--- src/rol_pkg.sv ---
package rol_pkg;

	localparam int SLOTS_DEF     = 16;
	localparam int SIZE_BITS_DEF = 16;
	localparam int ADDR_W        = 32;
	localparam int IN_SIZE_W     = 16;
	localparam int OUT_SIZE_W    = 16;
	localparam int OFFSET_W      = 20;

	typedef enum logic {
		CMD_ADD  = 1'b0,
		CMD_FIND = 1'b1
	} cmd_t;

	typedef struct packed {
		logic wr_en;
		logic rd_en;
	} store_ctrl_t;

	function automatic int unsigned wrap_inc(input int unsigned i, input int unsigned n);
		return (i + 1 >= n) ? 0 : i + 1;
	endfunction

endpackage

--- src/rol_store.sv ---
module rol_store #(
	parameter int SLOTS     = rol_pkg::SLOTS_DEF,
	parameter int SIZE_BITS = rol_pkg::SIZE_BITS_DEF
) (
	input  logic                       clk,
	input  logic                       arst_n,
	input  rol_pkg::store_ctrl_t       ctrl,
	input  logic [rol_pkg::ADDR_W-1:0] wr_address,
	input  logic [SIZE_BITS-1:0]       wr_size,
	input  logic [$clog2(SLOTS)-1:0]   rd_idx,
	output logic [$clog2(SLOTS)-1:0]   oldest_idx,
	output logic [rol_pkg::ADDR_W-1:0] rd_address_s1,
	output logic [SIZE_BITS-1:0]       rd_size_s1,
	output logic                       rd_valid_s1
);
	import rol_pkg::*;

	localparam int IDX_W = $clog2(SLOTS);

	logic [ADDR_W-1:0]    mem_address [SLOTS];
	logic [SIZE_BITS-1:0] mem_size    [SLOTS];
	logic [SLOTS-1:0]     valid_q;
	logic [IDX_W-1:0]     write_q;
	logic [IDX_W-1:0]     oldest_q;
	logic                 full_q;
	logic [IDX_W-1:0]     write_next;
	logic [IDX_W-1:0]     oldest_next;
	logic [IDX_W-1:0]     oldest_new;

	assign write_next  = IDX_W'(wrap_inc(int'(write_q), SLOTS));
	assign oldest_next = IDX_W'(wrap_inc(int'(oldest_q), SLOTS));
	assign oldest_new  = full_q ? oldest_next : oldest_q;
	assign oldest_idx  = oldest_q;

	// record memory, one write and one read port
	always_ff @(posedge clk) begin
		if (ctrl.wr_en) begin
			mem_address[write_q] <= wr_address;
			mem_size[write_q]    <= wr_size;
		end
		if (ctrl.rd_en) begin
			rd_address_s1 <= mem_address[rd_idx];
			rd_size_s1    <= mem_size[rd_idx];
		end
	end

	always_ff @(posedge clk or negedge arst_n) begin
		if (!arst_n) begin
			valid_q     <= '0;
			write_q     <= '0;
			oldest_q    <= '0;
			full_q      <= 1'b0;
			rd_valid_s1 <= 1'b0;
		end else begin
			if (ctrl.wr_en) begin
				valid_q[write_q] <= (wr_address != '0);
				write_q          <= write_next;
				oldest_q         <= oldest_new;
				full_q           <= (write_next == oldest_new);
			end
			if (ctrl.rd_en) begin
				rd_valid_s1 <= valid_q[rd_idx];
			end
		end
	end

endmodule

--- src/ring_of_writes_offset_lookup.sv ---
// Ring of SLOTS write records (address, size, valid) with an offset lookup.
// An add stores a record at the write slot, valid when its address is nonzero;
// on a full ring it overwrites the oldest record. A find walks the valid
// records from the oldest, summing sizes, and returns the record holding
// char_position with the byte position inside it, or all zeros if none does.
// One command is handled at a time and in_ready is low while it runs. A find
// walks the ring reading one record per cycle through the single read port of
// the record memory. A finished result waits in the output register while the
// next command is accepted.
module ring_of_writes_offset_lookup #(
	parameter int SLOTS     = rol_pkg::SLOTS_DEF,
	parameter int SIZE_BITS = rol_pkg::SIZE_BITS_DEF
) (
	input  logic                           clk,
	input  logic                           arst_n,
	input  logic                           in_valid,
	output logic                           in_ready,
	input  logic                           command,
	input  logic [rol_pkg::ADDR_W-1:0]     record_address,
	input  logic [rol_pkg::IN_SIZE_W-1:0]  record_size,
	input  logic [rol_pkg::OFFSET_W-1:0]   char_position,
	output logic                           out_valid,
	input  logic                           out_ready,
	output logic                           found,
	output logic [rol_pkg::ADDR_W-1:0]     hit_address,
	output logic [rol_pkg::OUT_SIZE_W-1:0] hit_size,
	output logic [rol_pkg::OUT_SIZE_W-1:0] byte_in_record
);
	import rol_pkg::*;

	localparam int IDX_W = $clog2(SLOTS);
	localparam int CNT_W = $clog2(SLOTS + 1);
	localparam int TW    = SIZE_BITS + IDX_W + 1;
	localparam int CW    = (TW + 1 > OFFSET_W) ? TW + 1 : OFFSET_W + 1;

	typedef enum logic [1:0] {
		ST_IDLE,
		ST_FIND,
		ST_DONE
	} state_t;

	state_t               state_q;
	logic [OFFSET_W-1:0]  offset_q;
	logic [IDX_W-1:0]     idx_q;
	logic [CNT_W-1:0]     cnt_q;
	logic [TW-1:0]        total_q;
	logic                 live_s1;
	logic                 last_s1;
	logic                 res_found_q;
	logic [ADDR_W-1:0]    res_address_q;
	logic [OUT_SIZE_W-1:0] res_size_q;
	logic [OUT_SIZE_W-1:0] res_byte_q;
	logic                 out_valid_q;
	logic                 found_q;
	logic [ADDR_W-1:0]    hit_address_q;
	logic [OUT_SIZE_W-1:0] hit_size_q;
	logic [OUT_SIZE_W-1:0] byte_q;

	store_ctrl_t          ctrl;
	logic [IDX_W-1:0]     oldest_idx;
	logic [ADDR_W-1:0]    rd_address_s1;
	logic [SIZE_BITS-1:0] rd_size_s1;
	logic                 rd_valid_s1;
	logic                 accept;
	logic                 issue;
	logic [CW-1:0]        sum_c;
	logic [CW-1:0]        offs_c;
	logic [CW-1:0]        diff_c;
	logic                 hit_c;

	assign in_ready = (state_q == ST_IDLE);
	assign accept   = in_valid && in_ready;
	assign issue    = (state_q == ST_FIND) && (cnt_q != CNT_W'(SLOTS));

	assign ctrl.wr_en = accept && (command == CMD_ADD);
	assign ctrl.rd_en = issue;

	rol_store #(
		.SLOTS     (SLOTS),
		.SIZE_BITS (SIZE_BITS)
	) u_store (
		.clk           (clk),
		.arst_n        (arst_n),
		.ctrl          (ctrl),
		.wr_address    (record_address),
		.wr_size       (SIZE_BITS'(record_size)),
		.rd_idx        (idx_q),
		.oldest_idx    (oldest_idx),
		.rd_address_s1 (rd_address_s1),
		.rd_size_s1    (rd_size_s1),
		.rd_valid_s1   (rd_valid_s1)
	);

	// shared add and compare against the running total
	assign sum_c  = CW'(total_q) + CW'(rd_size_s1);
	assign offs_c = CW'(offset_q);
	assign diff_c = offs_c - CW'(total_q);
	assign hit_c  = live_s1 && rd_valid_s1 && (offs_c < sum_c);

	always_ff @(posedge clk or negedge arst_n) begin
		if (!arst_n) begin
			state_q       <= ST_IDLE;
			offset_q      <= '0;
			idx_q         <= '0;
			cnt_q         <= '0;
			total_q       <= '0;
			live_s1       <= 1'b0;
			last_s1       <= 1'b0;
			res_found_q   <= 1'b0;
			res_address_q <= '0;
			res_size_q    <= '0;
			res_byte_q    <= '0;
			out_valid_q   <= 1'b0;
			found_q       <= 1'b0;
			hit_address_q <= '0;
			hit_size_q    <= '0;
			byte_q        <= '0;
		end else begin
			live_s1 <= 1'b0;
			if (out_valid_q && out_ready) begin
				out_valid_q <= 1'b0;
			end
			unique case (state_q)
				ST_IDLE: begin
					if (accept) begin
						res_found_q   <= 1'b0;
						res_address_q <= '0;
						res_size_q    <= '0;
						res_byte_q    <= '0;
						if (command == CMD_FIND) begin
							offset_q <= char_position;
							idx_q    <= oldest_idx;
							cnt_q    <= '0;
							total_q  <= '0;
							state_q  <= ST_FIND;
						end else begin
							state_q <= ST_DONE;
						end
					end
				end
				ST_FIND: begin
					if (issue) begin
						idx_q   <= IDX_W'(wrap_inc(int'(idx_q), SLOTS));
						cnt_q   <= cnt_q + 1'b1;
						last_s1 <= (cnt_q == CNT_W'(SLOTS - 1));
					end
					live_s1 <= issue;
					if (hit_c) begin
						res_found_q   <= 1'b1;
						res_address_q <= rd_address_s1;
						res_size_q    <= OUT_SIZE_W'(rd_size_s1);
						res_byte_q    <= diff_c[OUT_SIZE_W-1:0];
						live_s1       <= 1'b0;
						state_q       <= ST_DONE;
					end else if (live_s1 && last_s1) begin
						live_s1 <= 1'b0;
						state_q <= ST_DONE;
					end else if (live_s1 && rd_valid_s1) begin
						total_q <= TW'(sum_c);
					end
				end
				ST_DONE: begin
					if (!out_valid_q || out_ready) begin
						out_valid_q   <= 1'b1;
						found_q       <= res_found_q;
						hit_address_q <= res_address_q;
						hit_size_q    <= res_size_q;
						byte_q        <= res_byte_q;
						state_q       <= ST_IDLE;
					end
				end
				default: begin
					state_q <= ST_IDLE;
				end
			endcase
		end
	end

	assign out_valid      = out_valid_q;
	assign found          = found_q;
	assign hit_address    = hit_address_q;
	assign hit_size       = hit_size_q;
	assign byte_in_record = byte_q;

	a_cnt_bound: assert property (@(posedge clk) disable iff (!arst_n)
		cnt_q <= CNT_W'(SLOTS))
		else $error("walk counter past ring depth");

	a_miss_zero: assert property (@(posedge clk) disable iff (!arst_n)
		out_valid_q && !found_q |-> hit_address_q == '0 && hit_size_q == '0 && byte_q == '0)
		else $error("miss or add result not all zero");

	a_hit_nonzero: assert property (@(posedge clk) disable iff (!arst_n)
		out_valid_q && found_q |-> hit_address_q != '0)
		else $error("hit on a record with zero address");

	a_byte_in_span: assert property (@(posedge clk) disable iff (!arst_n)
		out_valid_q && found_q |-> (SIZE_BITS > OUT_SIZE_W) || (byte_q < hit_size_q))
		else $error("byte position outside the hit record");

	a_find_busy: assert property (@(posedge clk) disable iff (!arst_n)
		live_s1 |-> state_q == ST_FIND)
		else $error("walk stage live outside a find");

endmodule

--- config.mk ---
export PLATFORM = sky130hd
export DESIGN_NAME = ring_of_writes_offset_lookup
export DESIGN_NICKNAME = d
export VERILOG_FILES = /design/src/rol_pkg.sv /design/src/rol_store.sv /design/src/ring_of_writes_offset_lookup.sv
export SDC_FILE = /design/constraint.sdc
export NUM_CORES = 1
export LEC_CHECK = 0
export BUFFER_PORTS_ARGS = -buffer_cell sky130_fd_sc_hd__buf_2
export CORE_MARGIN = 5
export CORE_UTILIZATION = 35
export DETAILED_ROUTE_END_ITERATION = 10
export HOLD_SLACK_MARGIN = 0.03
export PLACE_DENSITY = 0.48
export SLEW_MARGIN = 10
export SYNTH_ARGS = -nofsm -noshare
export SYNTH_HDL_FRONTEND = slang
export SYNTH_HIERARCHICAL = 1
export SYNTH_SLANG_ARGS = --single-unit
export TNS_END_PERCENT = 100
--- constraint.sdc ---
create_clock -name clk -period 6.4 [get_ports clk]
set_clock_uncertainty 0.2 [all_clocks]
set_input_delay 1.28 -clock clk [delete_from_list [all_inputs] [get_ports clk]]
set_output_delay 1.28 -clock clk [all_outputs]
set_load 0.01 [all_outputs]
Word-level counts from Yosys, hierarchy flattened:

Memories as Yosys holds them, arrays and structs flattened. A register that Yosys moved wholly into a read port is not among the register bits.
Cells that the tools add are included.

* bits in registers: 211
* input port bits: 73
* memories kept: 2
* output and inout port bits: 67
* logic and storage cells: 119
* memory bits (writable): 768

* muxes and demuxes: 48
* equal/unequal tests: 14
* order comparisons: 7
* add/subtract/negate cells: 6
* bitwise logic cells: 1
* reduce and logical (&&, ||, !) cells: 20

Memory list
* u_store.mem_address: depth 16, bits a word 32, rd ports 1, clocked after Yosys merged registers in 1, wr ports 1, RTL line rol_store.sv:20 `logic [ADDR_W-1:0] mem_address [SLOTS];`
* u_store.mem_size: depth 16, bits a word 16, rd ports 1, clocked after Yosys merged registers in 1, wr ports 1, RTL line rol_store.sv:21 `logic [SIZE_BITS-1:0] mem_size [SLOTS];`

Operators with widths (number)
* $mux 21: 5
* $mux 32: 2
* $pmux 16 s2: 2
* $pmux 32 s2: 1
* $mux 16: 3
* $pmux 21 s2: 1
* $reduce_bool 32->1: 1
* $mux 4: 7
* $add 21x16->22: 1
* $lt 20x22->1: 1
* $bwmux 16: 1
* $sub 16x16->16: 1
* $add 4x1->5 const B: 3
* $ge 5x5->1 const B: 3
* $mux 5: 3
* $mux 1: 12
* $lt 4x5->1 const B: 2
* $mux 2: 5
* $ne 2x2->1 const B: 5
* $pmux 5 s2: 1
* $reduce_and 3->1: 3
* $logic_and 1x1->1: 8
* $pmux 4 s2: 1
* $ne 2x1->1 const B: 3
* other kinds (20): 21

Logic depth before layout (Yosys ltp):

* word-level depth: 5
* gate-level depth with buffers: 22

Modules after synthesis:

The synthesis kept the hierarchy.

Modules (own cells, without submodules)
* rol_store: cells an instance 1251, sequential area each 25154.1 um^2, instances 1, area each 31974.4 um^2
* ring_of_writes_offset_lookup: cells an instance 927, sequential area each 4629.4 um^2, instances 1, area each 9245.1 um^2

Worst setup path before layout:

OpenSTA, ideal clock, no wires.

* path kind: input to register
* from: input in_valid
* to: register u_store.valid_q[3]
* data required time: 6.119 ns
* cell stages on the path: 7
* path slack: 0.173 ns
* arrival: 5.946 ns
* buffers on the path: 2
* cell sequence: nand2_1 -> clkbuf_1 -> nor2_1 -> clkbuf_1 -> nand2_1 -> nor3_1 -> mux2_2

RTL lines
* from (decl): RTL line ring_of_writes_offset_lookup.sv:16 `input logic in_valid,`
* to (signal, indexed assignment): RTL line rol_store.sv:56 `valid_q[write_q] <= (wr_address != '0);`
* to (decl): RTL line rol_store.sv:22 `logic [SLOTS-1:0] valid_q;`

Worst setup path after layout:

* from: register total_q[0]
* to: register res_byte_q[7]

* longest elaborated chain between the ends: 5

RTL lines
* from (decl): RTL line ring_of_writes_offset_lookup.sv:46 `logic [TW-1:0] total_q;`
* from (signal assigned): RTL line ring_of_writes_offset_lookup.sv:159 `total_q <= TW'(sum_c);`
* $add 21x16->22: RTL line ring_of_writes_offset_lookup.sv:95 `assign sum_c = CW'(total_q) + CW'(rd_size_s1);`
* $lt 20x22->1: RTL line ring_of_writes_offset_lookup.sv:98 `assign hit_c = live_s1 && rd_valid_s1 && (offs_c < sum_c);`
* $logic_and 1x1->1: RTL line ring_of_writes_offset_lookup.sv:98
* $ne 2x2->1 (no line)
* $reduce_and 3->1 (no line)
* to (signal assigned): RTL line ring_of_writes_offset_lookup.sv:152 `res_byte_q <= diff_c[OUT_SIZE_W-1:0];`
* to (decl): RTL line ring_of_writes_offset_lookup.sv:52 `logic [OUT_SIZE_W-1:0] res_byte_q;`

Parallel ways exist; a longest one is shown, timed or not. The select of a mux whose other input is x is not followed.
A chain may end at the register's enable or synchronous reset.

==> impl_results.md <==
- Measured slew at the worst slew-check pin: around 1.1 ns
- Syn_area_per_cell: between 15 and 20 µm²
- Initial antenna violation count: 16
- Post-CTS Setup Bufs: 0
- Fmax: between 150 and 200 MHz
- Worst-path clk slew: 0.06 ns
- Tot Pwr: 0.0210 W
- Post-synth ARST share: about a fifth
- Die Width: between 300 and 400 µm
- Sw frac: 30.4%
- Site row count: about 130
- Initial DRC Count: 1497
- PortBufs: between 100 and 150
- Clock network power share: between 30% and 40%
- Top FF cell, synth: edfxtp_1
- Crit-path slowest cell: nor2_4
- Final setup vio count: 0
- Vias in the first global route: between 20000 and 25000
- P per Cell Area: around 440 nW/µm²
- Max incr delay on CP: about 0.57 ns
- Share of layout cells above drive strength 1: roughly 27%
- Ys Warns: 6
- DRC Markers: 0
- CP cell instances: ha_1, inv_1, fa_1, nand2b_1, a21oi_1, o31a_1, o21ai_0, a31oi_1, nor2_1, o21ai_0, nand3_1, xor2_1, ha_1, a21oi_1, o21ai_0, a21oi_1, a22oi_4, nor2_4, buf_4, o311ai_0, o21ai_0
- GRT Overall Usage: 16.0%
- Routed WL per cell: around 25 µm
- Hold Path Class: flop to flop
- Hold slack: around 0.26 ns
- Crit path top cell by count: o21ai_0
- Netlist cell types: between 60 and 70
- Worst hold start: u_store/rd_address_s1[29]
- Finished Layout Cells: about 4000
- Vias: ~21000
- Period minus WS final: 5.30 ns
- Num CTS Buffers: ~110
- Clock Tree Root: clkbuf_16
- Status: finished clean
- CTS H-tree lvls: 3
- ANT nets after route: 0
- Unrepaired setup endpoints after global routing: no
- Seq/Total Area, Yosys: slightly above 70%
- CTS tree: done
- Slew HR: 26.1%
- Detailed Route WL: 100 mm
- Sequential power share: a little over two fifths
- Detailed Place HPWL: 58.2 mm
- Final period util: 82.8%
- Hold-fix buffers, CTS: 0
- First-pass GRT wire length: roughly 150 mm
- Largest net degree at the start of global routing: 93
- Nets: 2518
- Slew Viols, Final: 0
- CP Data Required Time: around 6.8 ns
- GPL Wtd Cong: between 0.7 and 0.8
- Max Buffers Root-to-Sink: 3
- Leak pwr: 16.8 nW
- Syn nets: about 2300
- Worst-path fanout max: 21
- Clk sinks: 1027
- Die ar.: about 120000 µm²
- EDFF count, synth: a little over 800
- Critical path class: flop to flop
- Mapped Cells: between 2000 and 2500
- DRT Pass-1 Iters: 6
- Pint: between 0.01 and 0.015 W
- P&R area growth vs syn: 15.5%
- CP Capture Type: flop
- Power share of the combinational group: between 20 and 30%
- Setup TNS: 0 ns
- Vias per inst: approximately 5.2
- Starting Density: between 30% and 40%
- Total core area: 117000 µm²
- Max Cap Violations: 0
- Placed cells: roughly 3800
- Critical path arrival: 5.69 ns
- Yosys reg bits: around 1000
- Final Hold Vio Count: 0
- Fillcell total: between 10000 and 15000
- Die span in y: ~350 µm
- Post-CTS resize count: 0
- Insertion delay to the later sink of the worst-skew pair: around 0.7 ns
- Cell area after synthesis: around 40000 µm²
- Congestion Overflow GR: 0
- Switching power: approximately 0.0064 W
- Crit. Startpoint: total_q[0]
- VDD IR max: 290 µV
- Number of primary I/O pins: 140
- Critical Path Source Type: flop
- Reg2reg start: total_q[0]
per-layer routing:
metal | routed length, µm | vias up | track usage [%] | part of all wire, %
li1 | - | 9124 | - | -
met1 | 45200 | 11100 | 22.2 | 45
met2 | 48300 | 493 | 26.1 | 48
met3 | 4870 | 165 | 3.30 | 4.8
met4 | 2120 | 10 | 3.59 | 2.1
met5 | 69 | - | 0 | 0.069
Yosys cell counts, types with 30 or more instances:
master	instances	area (µm²)
dfrtp_1	211	5280
o21ai_1	60	300
nand3_1	30	150
nand2_1	217	815
nor2_1	48	180
edfxtp_1	816	24500
inv_1	39	146
clkbuf_1	56	210
ha_1	59	738
mux4_2	195	4390
mux2_2	83	935
mux4_1	50	1310
o21ai_0	40	200
a21oi_1	32	160
power groups by stage:
stage          registers [W]  clock network (W)  logic (W)
6_report             0.00897            0.00631    0.00569
2_1_floorplan        0.00867                  0    0.00436
5_1_grt              0.00909            0.00676    0.00628
4_1_cts              0.00900            0.00649    0.00582
3_3_place_gp         0.00911                  0    0.00571
3_5_place_dp         0.00913                  0    0.00580
critical path: cells and delay by family (launching register included):
family,cells,cell delay [ns]
AOI/OAI and AO/OA,11,2.13
buffers and inverters,2,0.42
and+or+nand+nor,4,1.00
xor gates and xnor gates,1,0.17
adders and majority gates,3,0.92
DFF,1,0.37
logic make-up after synthesis:
family / count (synthesis) / synth area share [%]
buf+inv: 144 / 1.86
flops: 1027 / 72.3
fa+ha+maj: 61 / 1.89
mux: 334 / 16.3
compound gates: 212 / 3.14
simple gates: 363 / 3.82
xor+xnor: 37 / 0.786
area by class of cell:
class | instances | area, µm² | area share (%)
flip-flops and latches | 1027 | 29800 | 62.6
multi-input cells | 1007 | 10800 | 22.7
clock buffers | 154 | 3130 | 6.58
well taps | 1536 | 1920 | 4.04
repair buffers | 198 | 1300 | 2.73
clock inverters | 54 | 492 | 1.03
inverters | 39 | 146 | 0.308
diodes | 4 | 10.0 | 0.0210
path summary, 6_finish.rpt:
check / end / slack (ns) / depth (start not counted)
min in group asynchronous: offset_q[11] / 0.40 / 1
max reg2reg: res_byte_q[7] / 1.10 / 21
min reg2reg: res_address_q[29] / 0.26 / 2
max: res_byte_q[7] / 1.10 / 21
min: res_address_q[29] / 0.26 / 2
max in group asynchronous: idx_q[0] / 4.17 / 2
stage by stage:
| step | util [%] | worst slack, ns | cell area (µm²) |
|---|---|---|---|
| 2_1_floorplan | - | 0.173 | 41200 |
| 3_3_place_gp | 37.4 | 1.09 | 44000 |
| 3_5_place_dp | 37.4 | 1.09 | 44000 |
| 4_1_cts | 40.5 | 1.06 | 47600 |
| 5_1_grt | 40.5 | 0.723 | 47600 |
| 6_report | 40.5 | 1.10 | 47600 |
placed cells by master, fill, tap and decap left out, types with 5 or more instances in the layout:
cell	count
nand2_1	216
mux4_2	195
nor2_4	14
edfxtp_1	816
clkinvlp_4	6
o21ai_0	40
o21ai_1	60
o211ai_1	6
clkinv_2	23
nand3_1	30
a21o_1	10
nand2b_1	10
nor2_1	35
inv_1	38
nor3_1	8
clkbuf_16	114
buf_4	47
mux2i_1	6
mux2_2	83
xnor2_1	16
clkinv_1	13
nand4_1	8
clkbuf_8	13
nor2b_1	6
bufinv_16	8
ha_1	59
buf_12	12
nor4_1	10
a31oi_1	10
o31ai_1	15
dfrtp_1	207
xor2_1	21
and3_1	5
o21a_1	7
buf_2	138
mux4_1	50
clkbuf_1	27
a21oi_1	32
state kept, by name (all words and copies together) (netlist names), 2 cells and up:
name / flops
u_store/rd_address_s1: 32
u_store/mem_address: 512
u_store/mem_size: 256
res_address_q: 32
hit_size: 16
u_store/write_q: 4
hit_address: 32
cnt_q: 5
offset_q: 20
idx_q: 4
state_q: 2
res_size_q: 16
u_store/rd_size_s1: 16
u_store/valid_q: 16
res_byte_q: 16
total_q: 21
byte_in_record: 16
u_store/oldest_idx: 4
(Power assumes the default switching activity.)
